===== config.mk =====
export PLATFORM = sky130hd
export DESIGN_NAME = uudecode_line_stream
export DESIGN_NICKNAME = d
export VERILOG_FILES = /design/src/hdl/uud_pkg.sv /design/src/hdl/uudecode_line_stream.sv /design/src/hdl/uud_front.sv /design/src/hdl/uud_queue.sv /design/src/hdl/uud_back.sv
export SDC_FILE = /design/constraint.sdc
export NUM_CORES = 1
export LEC_CHECK = 0
export ABC_CLOCK_PERIOD_IN_PS = 2600
export BUFFER_PORTS_ARGS = -buffer_cell sky130_fd_sc_hd__buf_2
export CAP_MARGIN = 20
export CORE_ASPECT_RATIO = 1.75
export CORE_MARGIN = 4
export CORE_UTILIZATION = 50
export CTS_CLUSTER_SIZE = 20
export DETAILED_ROUTE_END_ITERATION = 10
export PLACE_DENSITY = 0.69
export SLEW_MARGIN = 10
export SYNTH_ARGS = -nofsm -noshare
export SYNTH_HDL_FRONTEND = slang
export SYNTH_HIERARCHICAL = 1
export SYNTH_SLANG_ARGS = --single-unit

===== constraint.sdc =====
create_clock -name clk -period 2.6 [get_ports clk]
set_input_delay 0.13 -clock clk [delete_from_list [all_inputs] [get_ports clk]]
set_output_delay 0.13 -clock clk [all_outputs]
set_load 0.01 [all_outputs]

===== src/hdl/uud_pkg.sv =====
// Shared types and constants for the uudecode line stream block.
// Used by every module of the block; depends on nothing else.
package uud_pkg;

	localparam int unsigned QUEUE_DEPTH = 4;
	localparam int unsigned QUEUE_PTR_W = 2;
	localparam int unsigned QUEUE_CNT_W = 3;

	localparam logic [7:0] CHAR_BIAS = 8'h20;
	localparam logic [7:0] CHAR_MAX  = 8'h7f;

	typedef struct packed {
		logic [7:0] ch;
		logic       line_end;
	} char_item_t;

	typedef struct packed {
		logic [7:0] data;
		logic       last_byte;
	} byte_item_t;

endpackage


===== src/hdl/uudecode_line_stream.sv =====
// Top level of the uudecode line stream block: front, byte queue and output stage.
// Depends on uud_pkg, uud_front, uud_queue and uud_back.
//
// Takes one character of a uuencoded line per clock cycle and gives zero or one decoded
// byte for it. The length character and the first digit of each group give no byte; the
// other three digits each give one until the declared count is used, and the byte that
// uses it up carries last_byte. A line-end character resets the line state after it is
// decoded. A byte is written into the four-entry byte queue at the edge that accepts its
// character and moves into the output register from the queue head once that register is
// empty or its byte is taken. The character channel stalls only while that queue is full,
// so it sustains one character per cycle as long as the byte channel takes bytes.
module uudecode_line_stream (
	input  logic                clk,
	input  logic                arst_n,
	input  logic                char_valid,
	output logic                char_stall,
	input  uud_pkg::char_item_t char_item,
	output logic                byte_valid,
	input  logic                byte_stall,
	output uud_pkg::byte_item_t byte_item
);
	import uud_pkg::*;

	logic       push;
	byte_item_t push_item;
	logic       queue_full;
	logic       head_valid;
	byte_item_t head_item;
	logic       pop;

	uud_front u_front (
		.clk        (clk),
		.arst_n     (arst_n),
		.char_valid (char_valid),
		.char_stall (char_stall),
		.char_item  (char_item),
		.queue_full (queue_full),
		.push       (push),
		.push_item  (push_item)
	);

	uud_queue u_queue (
		.clk        (clk),
		.arst_n     (arst_n),
		.push       (push),
		.push_item  (push_item),
		.full       (queue_full),
		.head_valid (head_valid),
		.head_item  (head_item),
		.pop        (pop)
	);

	uud_back u_back (
		.clk        (clk),
		.arst_n     (arst_n),
		.head_valid (head_valid),
		.head_item  (head_item),
		.pop        (pop),
		.byte_valid (byte_valid),
		.byte_stall (byte_stall),
		.byte_item  (byte_item)
	);

endmodule


===== src/hdl/uud_front.sv =====
// Front part: accepts characters, tracks the line state and forms decoded bytes.
// Depends on uud_pkg for the item types and character constants.
module uud_front (
	input  logic                clk,
	input  logic                arst_n,
	input  logic                char_valid,
	output logic                char_stall,
	input  uud_pkg::char_item_t char_item,
	input  logic                queue_full,
	output logic                push,
	output uud_pkg::byte_item_t push_item
);
	import uud_pkg::*;

	typedef enum logic [2:0] {
		PH_LENGTH = 3'd0,
		PH_D1     = 3'd1,
		PH_D2     = 3'd2,
		PH_D3     = 3'd3,
		PH_D4     = 3'd4,
		PH_DONE   = 3'd5
	} phase_t;

	phase_t     phase_q;
	logic [6:0] remaining_q;
	logic [5:0] held_q;

	logic       accept;
	logic [7:0] unbiased;
	logic [5:0] digit;
	logic       emit;
	logic [7:0] byte_val;
	logic       fire;
	logic       last;

	assign char_stall = queue_full;
	assign accept     = char_valid && !char_stall;
	assign unbiased   = char_item.ch - CHAR_BIAS;
	assign digit      = unbiased[5:0];

	always_comb begin
		emit     = 1'b0;
		byte_val = 8'h00;
		case (phase_q)
			PH_D2: begin
				emit     = 1'b1;
				byte_val = {held_q, digit[5:4]};
			end
			PH_D3: begin
				emit     = 1'b1;
				byte_val = {held_q[3:0], digit[5:2]};
			end
			PH_D4: begin
				emit     = 1'b1;
				byte_val = {held_q[1:0], digit};
			end
			default: begin
				emit     = 1'b0;
				byte_val = 8'h00;
			end
		endcase
	end

	assign fire      = accept && emit && (remaining_q != 7'd0);
	assign last      = (remaining_q == 7'd1);
	assign push      = fire;
	assign push_item = '{data: byte_val, last_byte: last};

	always_ff @(posedge clk or negedge arst_n) begin
		if (!arst_n) begin
			phase_q     <= PH_LENGTH;
			remaining_q <= 7'd0;
			held_q      <= 6'd0;
		end else if (accept) begin
			if (char_item.line_end) begin
				phase_q     <= PH_LENGTH;
				remaining_q <= 7'd0;
				held_q      <= 6'd0;
			end else begin
				case (phase_q)
					PH_LENGTH: begin
						if (char_item.ch inside {[CHAR_BIAS:CHAR_MAX]} &&
						    unbiased[6:0] != 7'd0) begin
							remaining_q <= unbiased[6:0];
							phase_q     <= PH_D1;
						end else begin
							remaining_q <= 7'd0;
							phase_q     <= PH_DONE;
						end
					end
					PH_D1: begin
						held_q  <= digit;
						phase_q <= PH_D2;
					end
					PH_D2: begin
						held_q  <= digit;
						phase_q <= PH_D3;
					end
					PH_D3: begin
						held_q  <= digit;
						phase_q <= PH_D4;
					end
					PH_D4: begin
						held_q  <= 6'd0;
						phase_q <= PH_D1;
					end
					default: begin
						phase_q <= phase_q;
					end
				endcase
				if (fire) begin
					remaining_q <= remaining_q - 7'd1;
					if (last) begin
						phase_q <= PH_DONE;
					end
				end
			end
		end
	end

endmodule


===== src/hdl/uud_queue.sv =====
// Short queue of decoded bytes between the front and back parts.
// Depends on uud_pkg for the byte item type and queue sizing.
module uud_queue (
	input  logic                clk,
	input  logic                arst_n,
	input  logic                push,
	input  uud_pkg::byte_item_t push_item,
	output logic                full,
	output logic                head_valid,
	output uud_pkg::byte_item_t head_item,
	input  logic                pop
);
	import uud_pkg::*;

	byte_item_t               mem_q [QUEUE_DEPTH];
	logic [QUEUE_PTR_W-1:0]   wr_ptr_q;
	logic [QUEUE_PTR_W-1:0]   rd_ptr_q;
	logic [QUEUE_CNT_W-1:0]   count_q;
	logic                     do_pop;

	assign full       = (count_q == QUEUE_CNT_W'(QUEUE_DEPTH));
	assign head_valid = (count_q != '0);
	assign head_item  = mem_q[rd_ptr_q];
	assign do_pop     = pop && head_valid;

	always_ff @(posedge clk) begin
		if (push) begin
			mem_q[wr_ptr_q] <= push_item;
		end
	end

	always_ff @(posedge clk or negedge arst_n) begin
		if (!arst_n) begin
			wr_ptr_q <= '0;
			rd_ptr_q <= '0;
			count_q  <= '0;
		end else begin
			if (push) begin
				wr_ptr_q <= wr_ptr_q + 1'b1;
			end
			if (do_pop) begin
				rd_ptr_q <= rd_ptr_q + 1'b1;
			end
			if (push && !do_pop) begin
				count_q <= count_q + 1'b1;
			end else if (do_pop && !push) begin
				count_q <= count_q - 1'b1;
			end
		end
	end

endmodule


===== src/hdl/uud_back.sv =====
// Back part: output register that presents decoded bytes to the byte channel.
// Depends on uud_pkg for the byte item type.
module uud_back (
	input  logic                clk,
	input  logic                arst_n,
	input  logic                head_valid,
	input  uud_pkg::byte_item_t head_item,
	output logic                pop,
	output logic                byte_valid,
	input  logic                byte_stall,
	output uud_pkg::byte_item_t byte_item
);
	import uud_pkg::*;

	logic       out_valid_q;
	byte_item_t out_item_q;

	assign pop        = head_valid && (!out_valid_q || !byte_stall);
	assign byte_valid = out_valid_q;
	assign byte_item  = out_item_q;

	always_ff @(posedge clk or negedge arst_n) begin
		if (!arst_n) begin
			out_valid_q <= 1'b0;
		end else if (!out_valid_q || !byte_stall) begin
			out_valid_q <= head_valid;
		end
	end

	always_ff @(posedge clk) begin
		if (pop) begin
			out_item_q <= head_item;
		end
	end

endmodule


**Word-level counts from Yosys, hierarchy flattened**

Memory sizes are Yosys's and may differ from the RTL's. A register that Yosys moved wholly into a read port is not among the register bits.
Cells that the tools add are included.
W data, S select, Z words.

- Register bits: 24
- Latch bits: 0
- RAM bits: 36
- Bits in read-only memories: 0
- Input port bits: 13
- Output and inout port bits: 11
- Logic and storage cells: 65
- Memories: 1

Memories:

| memory | depth | width | read ports | clocked after memory_dff | wr ports | RTL line | source |
|---|---|---|---|---|---|---|---|
| u_queue.mem_q | 4 | 9 | 1 | 1 | 1 | uud_queue.sv:15 | `byte_item_t mem_q [QUEUE_DEPTH];` |

- $add $sub $neg: 6
- Multiply operators: 0
- Divide/modulo/power cells: 0
- Order comparisons: 2
- Equality and inequality tests: 6
- Shifts and indexed selects: 0
- Muxes and demuxes: 17
- Bitwise logic cells: 0
- Reductions and logical operators: 26

Operators with widths:

| cell | number |
|---|---|
| $mux W7 | 4 |
| $pmux W8 S3 | 1 |
| $mux W3 | 6 |
| $pmux W3 S5 | 1 |
| $reduce_bool A7 Y1 | 2 |
| $pmux W6 S2 | 1 |
| $logic_and A1 B1 Y1 | 9 |
| $reduce_bool A3 Y1 | 3 |
| $ge A8 B6 Y1 const B | 1 |
| $le A8 B7 Y1 const B | 1 |
| $eq A7 B1 Y1 const B | 1 |
| $sub A7 B1 Y7 const B | 1 |
| $sub A7 B6 Y7 const B | 1 |
| $eq A3 B2 Y1 const B | 2 |
| $eq A3 B3 Y1 const B | 2 |
| $mux W6 | 1 |
| $reduce_or A3 Y1 | 2 |
| $logic_not A1 Y1 | 5 |
| $add A2 B1 Y2 const B | 2 |
| $reduce_and A2 Y1 | 2 |
| $add A3 B1 Y3 const B | 1 |
| $eq A3 B1 Y1 const B | 1 |
| $logic_not A3 Y1 | 1 |
| $mux W1 | 3 |
| other kinds (3) | 3 |

**Longest topological paths before layout**

- Word-level depth: 9
- Mapped depth: 11
- Gate-level depth less buffers: 11

**By module**

The synthesis kept the hierarchy.

By module, submodules not included:

| module | instances | cells each | area an instance (sq um) | sequential area each (sq um) |
|---|---|---|---|---|
| uud_queue | 1 | 81 | 1,714.1 | 1,256.2 |
| uud_front | 1 | 138 | 1,211.2 | 400.4 |
| uud_back | 1 | 12 | 314.1 | 295.3 |

**Worst setup path after synthesis**

OpenSTA, ideal clock, no wires.

- Path type: reg-to-reg
- From: register u_front.remaining_q[0]
- To: register u_queue.count_q[1]
- Library setup time: 0.125 ns
- Arrival: 2.378 ns
- Required time: 2.475 ns
- Path slack: 0.097 ns
- Cell stages (with the launch flop): 10
- Path buffers: 0
- Clock period less this slack: 2.503 ns
- Path through: dfrtp_1 inv_1 ha_1 or3b_1 o221ai_4 inv_1 ha_1 inv_1 fa_1 mux2_2

- Cells in the longest elaborated chain, start to end: 5
- Elaborated cells on any way between the ends: 7
- Those cells by class: mux (1); reduce/logical (6)

Ends and longest elaborated chain:

| element | RTL line | source |
|---|---|---|
| start, declared | uud_front.sv:25 | `logic [6:0] remaining_q;` |
| start signal, assigned | uud_front.sv:84 | `remaining_q <= unbiased[6:0];` |
| start signal, assigned | uud_front.sv:112 | `remaining_q <= remaining_q - 7'd1;` |
| $reduce_bool A7 Y1 (*) | uud_front.sv:64 | `assign fire = accept && emit && (remaining_q != 7'd0);` |
| $logic_and A1 B1 Y1 (*) | uud_front.sv:64 |  |
| named net push | uudecode_line_stream.sv:24 | `logic push;` |
| $logic_not A1 Y1 | uud_queue.sv:46 | `end else if (do_pop && !push) begin` |
| $logic_and A1 B1 Y1 | uud_queue.sv:46 |  |
| $reduce_bool A2 Y1 (no source line) | - |  |
| end signal, assigned | uud_queue.sv:45 | `count_q <= count_q + 1'b1;` |
| end signal, assigned | uud_queue.sv:47 | `count_q <= count_q - 1'b1;` |
| end, declared | uud_queue.sv:18 | `logic [QUEUE_CNT_W-1:0] count_q;` |

Mark *: on every way through the listed nets, which the timed path passes. The rest lies on a longest branch.
A chain may end at the register's enable or synchronous reset.

**Worst setup path in the final report**

- From: register u_front.remaining_q[1]
- To: register u_queue.count_q[1]

Same word-level chain as after synthesis.

==> impl_summary.log <==
INFO  metric io_pins = 24
INFO  metric standard_cell_rows = 38
INFO  metric worst_setup_hold_path_clk_slew = 0.07 ns
INFO  metric vias_per_cell = 5.85
INFO  metric crit_required = 2.83 ns
INFO  metric die_extent_in_y = 114 um
INFO  metric cts_htree_levels = 3
INFO  metric route.final.wire_length = 6.14 mm
INFO  metric globalRouteTotalUtil = 18.3%
INFO  metric final_antenna_net_count = 0
INFO  metric proportion_of_netlist_area_held_by_the_largest_area_contributor = 41.7%
INFO  metric path_max_fanout = 4
INFO  metric hold_path_class = in2reg
INFO  metric timing.setup.critical_path_class = reg2reg
INFO  metric portBuffers = 23
INFO  metric synth-seq-cells = 69
INFO  metric reg2reg_setup_slack = 0.15 ns
INFO  metric final_core_util = 58.1%
INFO  metric clock-root-buffer = sky130_fd_sc_hd__clkbuf_8
INFO  metric met3_usage = 4.03%
INFO  metric synth_common_cells = sky130_fd_sc_hd__edfxtp_1 (45), sky130_fd_sc_hd__dfrtp_1 (24), sky130_fd_sc_hd__o21ai_0 (16)
INFO  metric yosys.area.top_type = sky130_fd_sc_hd__edfxtp_1
INFO  metric tritoncts_num_sinks = 69
INFO  metric reg2reg_to = u_queue/count_q[1]
INFO  metric vias_in_the_first_global_route = 2030
INFO  metric cp-end-kind = flip-flop
INFO  metric synth.cell_area = 0.00324 mm^2
INFO  metric timing.rr.start = u_front/remaining_q[1]
INFO  metric min_period_over_period = 94.2%
INFO  metric power.density = 1100 mW/mm^2
INFO  metric timing.critical_path.from_type = flip-flop
INFO  metric area_delta_synth_final = 11.7%
INFO  metric floorplan.initialDensity = 52.0%
INFO  metric maxCapViolCount = 0
INFO  metric final.setup_skew = 0.00788 ns
INFO  metric grt.met2_usage = 31.4%
INFO  metric clock_path_buffers = 2
INFO  metric cts_tree = done
INFO  metric drt_first_iter_violations = 89
INFO  metric drtPass1Iterations = 4
INFO  metric synth-edff-count = 45
INFO  metric grt_use_met1 = 20.4%
INFO  metric yosysWarningCount = 6
INFO  metric min_period = 2.45 ns
INFO  metric cts_inserted_buffers = 9
INFO  metric insertion_delay = 0.35 ns
INFO  metric yosys.cell_types.count = 55
INFO  metric min-delay-start = char_item[1]
INFO  metric postSynthCellCount = 231
INFO  metric finalNetCount = 281
INFO  metric finalWeightedCongestion = 0.840
INFO  metric post_route_cells_drive_above_1_share = 23.0%
INFO  metric irDropWorstVdd = 0.600 mV
INFO  metric start_point_of_the_critical_path = u_front/remaining_q[1]
INFO  metric num-fill-cells = 531
INFO  metric run_status = finished clean
INFO  metric avgSynthCellArea = 14.0 um^2
INFO  metric fp.coreArea = 0.00623 mm^2
INFO  metric grt_antenna_before_repair = 0
INFO  metric antenna_cells_inserted = 0
INFO  metric worstHoldPathCells = 2
INFO  metric design.die.area = 0.00788 mm^2
INFO  metric pin_count_of_the_biggest_net_entering_global_routing = 25
INFO  metric final_hold_viol_count = 0
INFO  metric synth_seq_area_share = 60.3%
INFO  metric asyncSetResetFlopFracSynth = 34.8%
INFO  metric synth.most_common_cell = sky130_fd_sc_hd__edfxtp_1
INFO  metric worst-slew-pin-transition = 0.669 ns
INFO  metric cells_on_worst_reg2reg_path = 9
INFO  metric finalMaxSlewViolations = 0
INFO  metric ys.flop_type = sky130_fd_sc_hd__edfxtp_1
INFO  metric globalRouteOverflowTotal = 0
INFO  metric maxSlewHeadroom = 55.4%
INFO  metric timing.setup.tns = 0 ns
INFO  metric critPathArrivalTime = 2.68 ns
INFO  metric holdPathEnd = u_front/held_q[0]
INFO  metric wl_per_cell = 17.8 um
INFO  metric leakage = 1.38 nW
INFO  metric postCtsResizedCells = 0
INFO  metric rsz0062_at_grt = no
INFO  metric fp.dieW = 68.8 um
INFO  metric busiest_layer = met2
INFO  metric yosys-top-cells-area = sky130_fd_sc_hd__edfxtp_1 (42%), sky130_fd_sc_hd__dfrtp_1 (19%), sky130_fd_sc_hd__mux4_2 (5.6%), sky130_fd_sc_hd__ha_1 (2.7%), sky130_fd_sc_hd__o21ai_0 (2.5%)
INFO  metric dpl.hpwl = 4.46 mm
INFO  metric synthesis.nets = 252
INFO  metric fmax = 408 MHz
INFO  metric multi_input_comb_area = 0.00116 mm^2
INFO  metric vias = 2019
INFO  metric grt_first_pass_wirelength = 10.3 mm
INFO  metric worst_slack_on_hold_paths = 0.0715 ns
INFO  metric finalSetupViolations = 0
INFO  metric regArea = 0.00195 mm^2
INFO  metric remaining_drc_errors = 0
[through the flow]
| stage | instances | worst slack (ns) | power (mW) | cell area, um^2 |
|---|---|---|---|---|
| 2_1_floorplan | 231 | 0.0971 | 2.86 | 3240 |
| 4_1_cts | 345 | 0.148 | 4.03 | 3620 |
| 5_1_grt | 345 | 0.0121 | 4.27 | 3620 |
| 3_3_place_gp | 327 | 0.223 | 3.15 | 3410 |
| 3_5_place_dp | 327 | 0.160 | 3.19 | 3410 |
| 6_report | 345 | 0.151 | 3.99 | 3620 |
[report_power, final]
group / switching, mW / total, mW / internal, mW / leakage, nW
Combinational: 0.735 / 1.37 / 0.631 / 0.566
Sequential: 0.259 / 1.79 / 1.53 / 0.725
Clock: 0.400 / 0.836 / 0.436 / 0.0884
Total: 1.39 / 3.99 / 2.60 / 1.38
[per-layer routing]
| metal | part of all wire [%] | wire [um] | vias up |
|---|---|---|---|
| met1 | 37 | 2290 | 1000 |
| met5 | 0 | 0 | - |
| met2 | 55 | 3400 | 54 |
| met4 | 3.1 | 189 | 0 |
| met3 | 4.2 | 257 | 15 |
| li1 | - | - | 950 |
[flip-flops by register name, indices dropped and copies added (netlist names)]
name / flops
u_back/byte_item: 9
u_back/byte_valid: 1
u_front/held_q: 6
u_front/phase_q: 3
u_front/remaining_q: 7
u_queue/count_q: 3
u_queue/mem_q: 36
u_queue/rd_ptr_q: 2
u_queue/wr_ptr_q: 2
[critical path, stage by stage (launching register included)]
cell,delay (ns)
sky130_fd_sc_hd__dfrtp_1,0.40
sky130_fd_sc_hd__inv_1,0.10
sky130_fd_sc_hd__ha_1,0.20
sky130_fd_sc_hd__or3b_1,0.43
sky130_fd_sc_hd__o221ai_4,0.17
sky130_fd_sc_hd__inv_1,0.08
sky130_fd_sc_hd__ha_1,0.22
sky130_fd_sc_hd__inv_1,0.07
sky130_fd_sc_hd__fa_1,0.40
sky130_fd_sc_hd__mux2_2,0.26
[logic make-up (layout without fill, tap and decap cells)]
logic type | count (synthesis) | in the layout | share of synthesized area, %
and+or+nand+nor | 58 | 58 | 10.3
xor gates and xnor gates | 7 | 7 | 1.89
muxes | 10 | 10 | 6.72
AOI/OAI and AO/OA | 58 | 58 | 13.7
buffers and inverters | 21 | 55 | 3.82
DFF | 69 | 69 | 60.3
adders and majority gates | 8 | 8 | 3.32
[how the worst max path moves through the flow]
| stage | endpoint | cells after the start |
|---|---|---|
| floorplan | u_queue/count_q[1] | 9 |
| global placement | u_queue/count_q[1] | 9 |
| detailed placement | u_queue/count_q[1] | 9 |
| CTS | u_queue/count_q[1] | 9 |
| global route | u_queue/count_q[1] | 9 |
| finish | u_queue/count_q[1] | 9 |
[final cells by class]
cell class | count | share of cell area, %
tap | 80 | 2.77
clock inverter | 7 | 1.80
clock buffer | 9 | 3.42
multi-input combinational | 141 | 32.2
timing repair buffer | 32 | 5.19
inverter | 7 | 0.726
sequential | 69 | 53.9
[repair_timing]
action,CTS,global route
hold endpoints to repair,25,0
hold buffers,2,0
buffers inserted,0,0
[cell usage in the layout, fill, tap and decap left out, types with 2 or more instances in the layout]
cell / count
sky130_fd_sc_hd__a21o_1: 3
sky130_fd_sc_hd__clkinv_1: 3
sky130_fd_sc_hd__and2b_2: 2
sky130_fd_sc_hd__dlygate4sd3_1: 2
sky130_fd_sc_hd__nor4_1: 4
sky130_fd_sc_hd__xnor2_1: 4
sky130_fd_sc_hd__nor3b_1: 3
sky130_fd_sc_hd__a22oi_1: 8
sky130_fd_sc_hd__mux4_2: 8
sky130_fd_sc_hd__nand3_1: 4
sky130_fd_sc_hd__edfxtp_1: 45
sky130_fd_sc_hd__a21oi_1: 2
sky130_fd_sc_hd__ha_1: 7
sky130_fd_sc_hd__o31ai_1: 4
sky130_fd_sc_hd__nand2_1: 13
sky130_fd_sc_hd__nand2b_1: 3
sky130_fd_sc_hd__a22o_1: 8
sky130_fd_sc_hd__buf_4: 7
sky130_fd_sc_hd__a31oi_1: 2
sky130_fd_sc_hd__dfrtp_1: 24
sky130_fd_sc_hd__clkbuf_8: 9
sky130_fd_sc_hd__clkinvlp_4: 2
sky130_fd_sc_hd__inv_1: 7
sky130_fd_sc_hd__nor2_1: 7
sky130_fd_sc_hd__and2_1: 5
sky130_fd_sc_hd__nor3_1: 7
sky130_fd_sc_hd__buf_2: 23
sky130_fd_sc_hd__xor2_1: 3
sky130_fd_sc_hd__o21ai_0: 16
sky130_fd_sc_hd__a221o_1: 2
No activity file was read; power rests on OpenSTA's default activity.
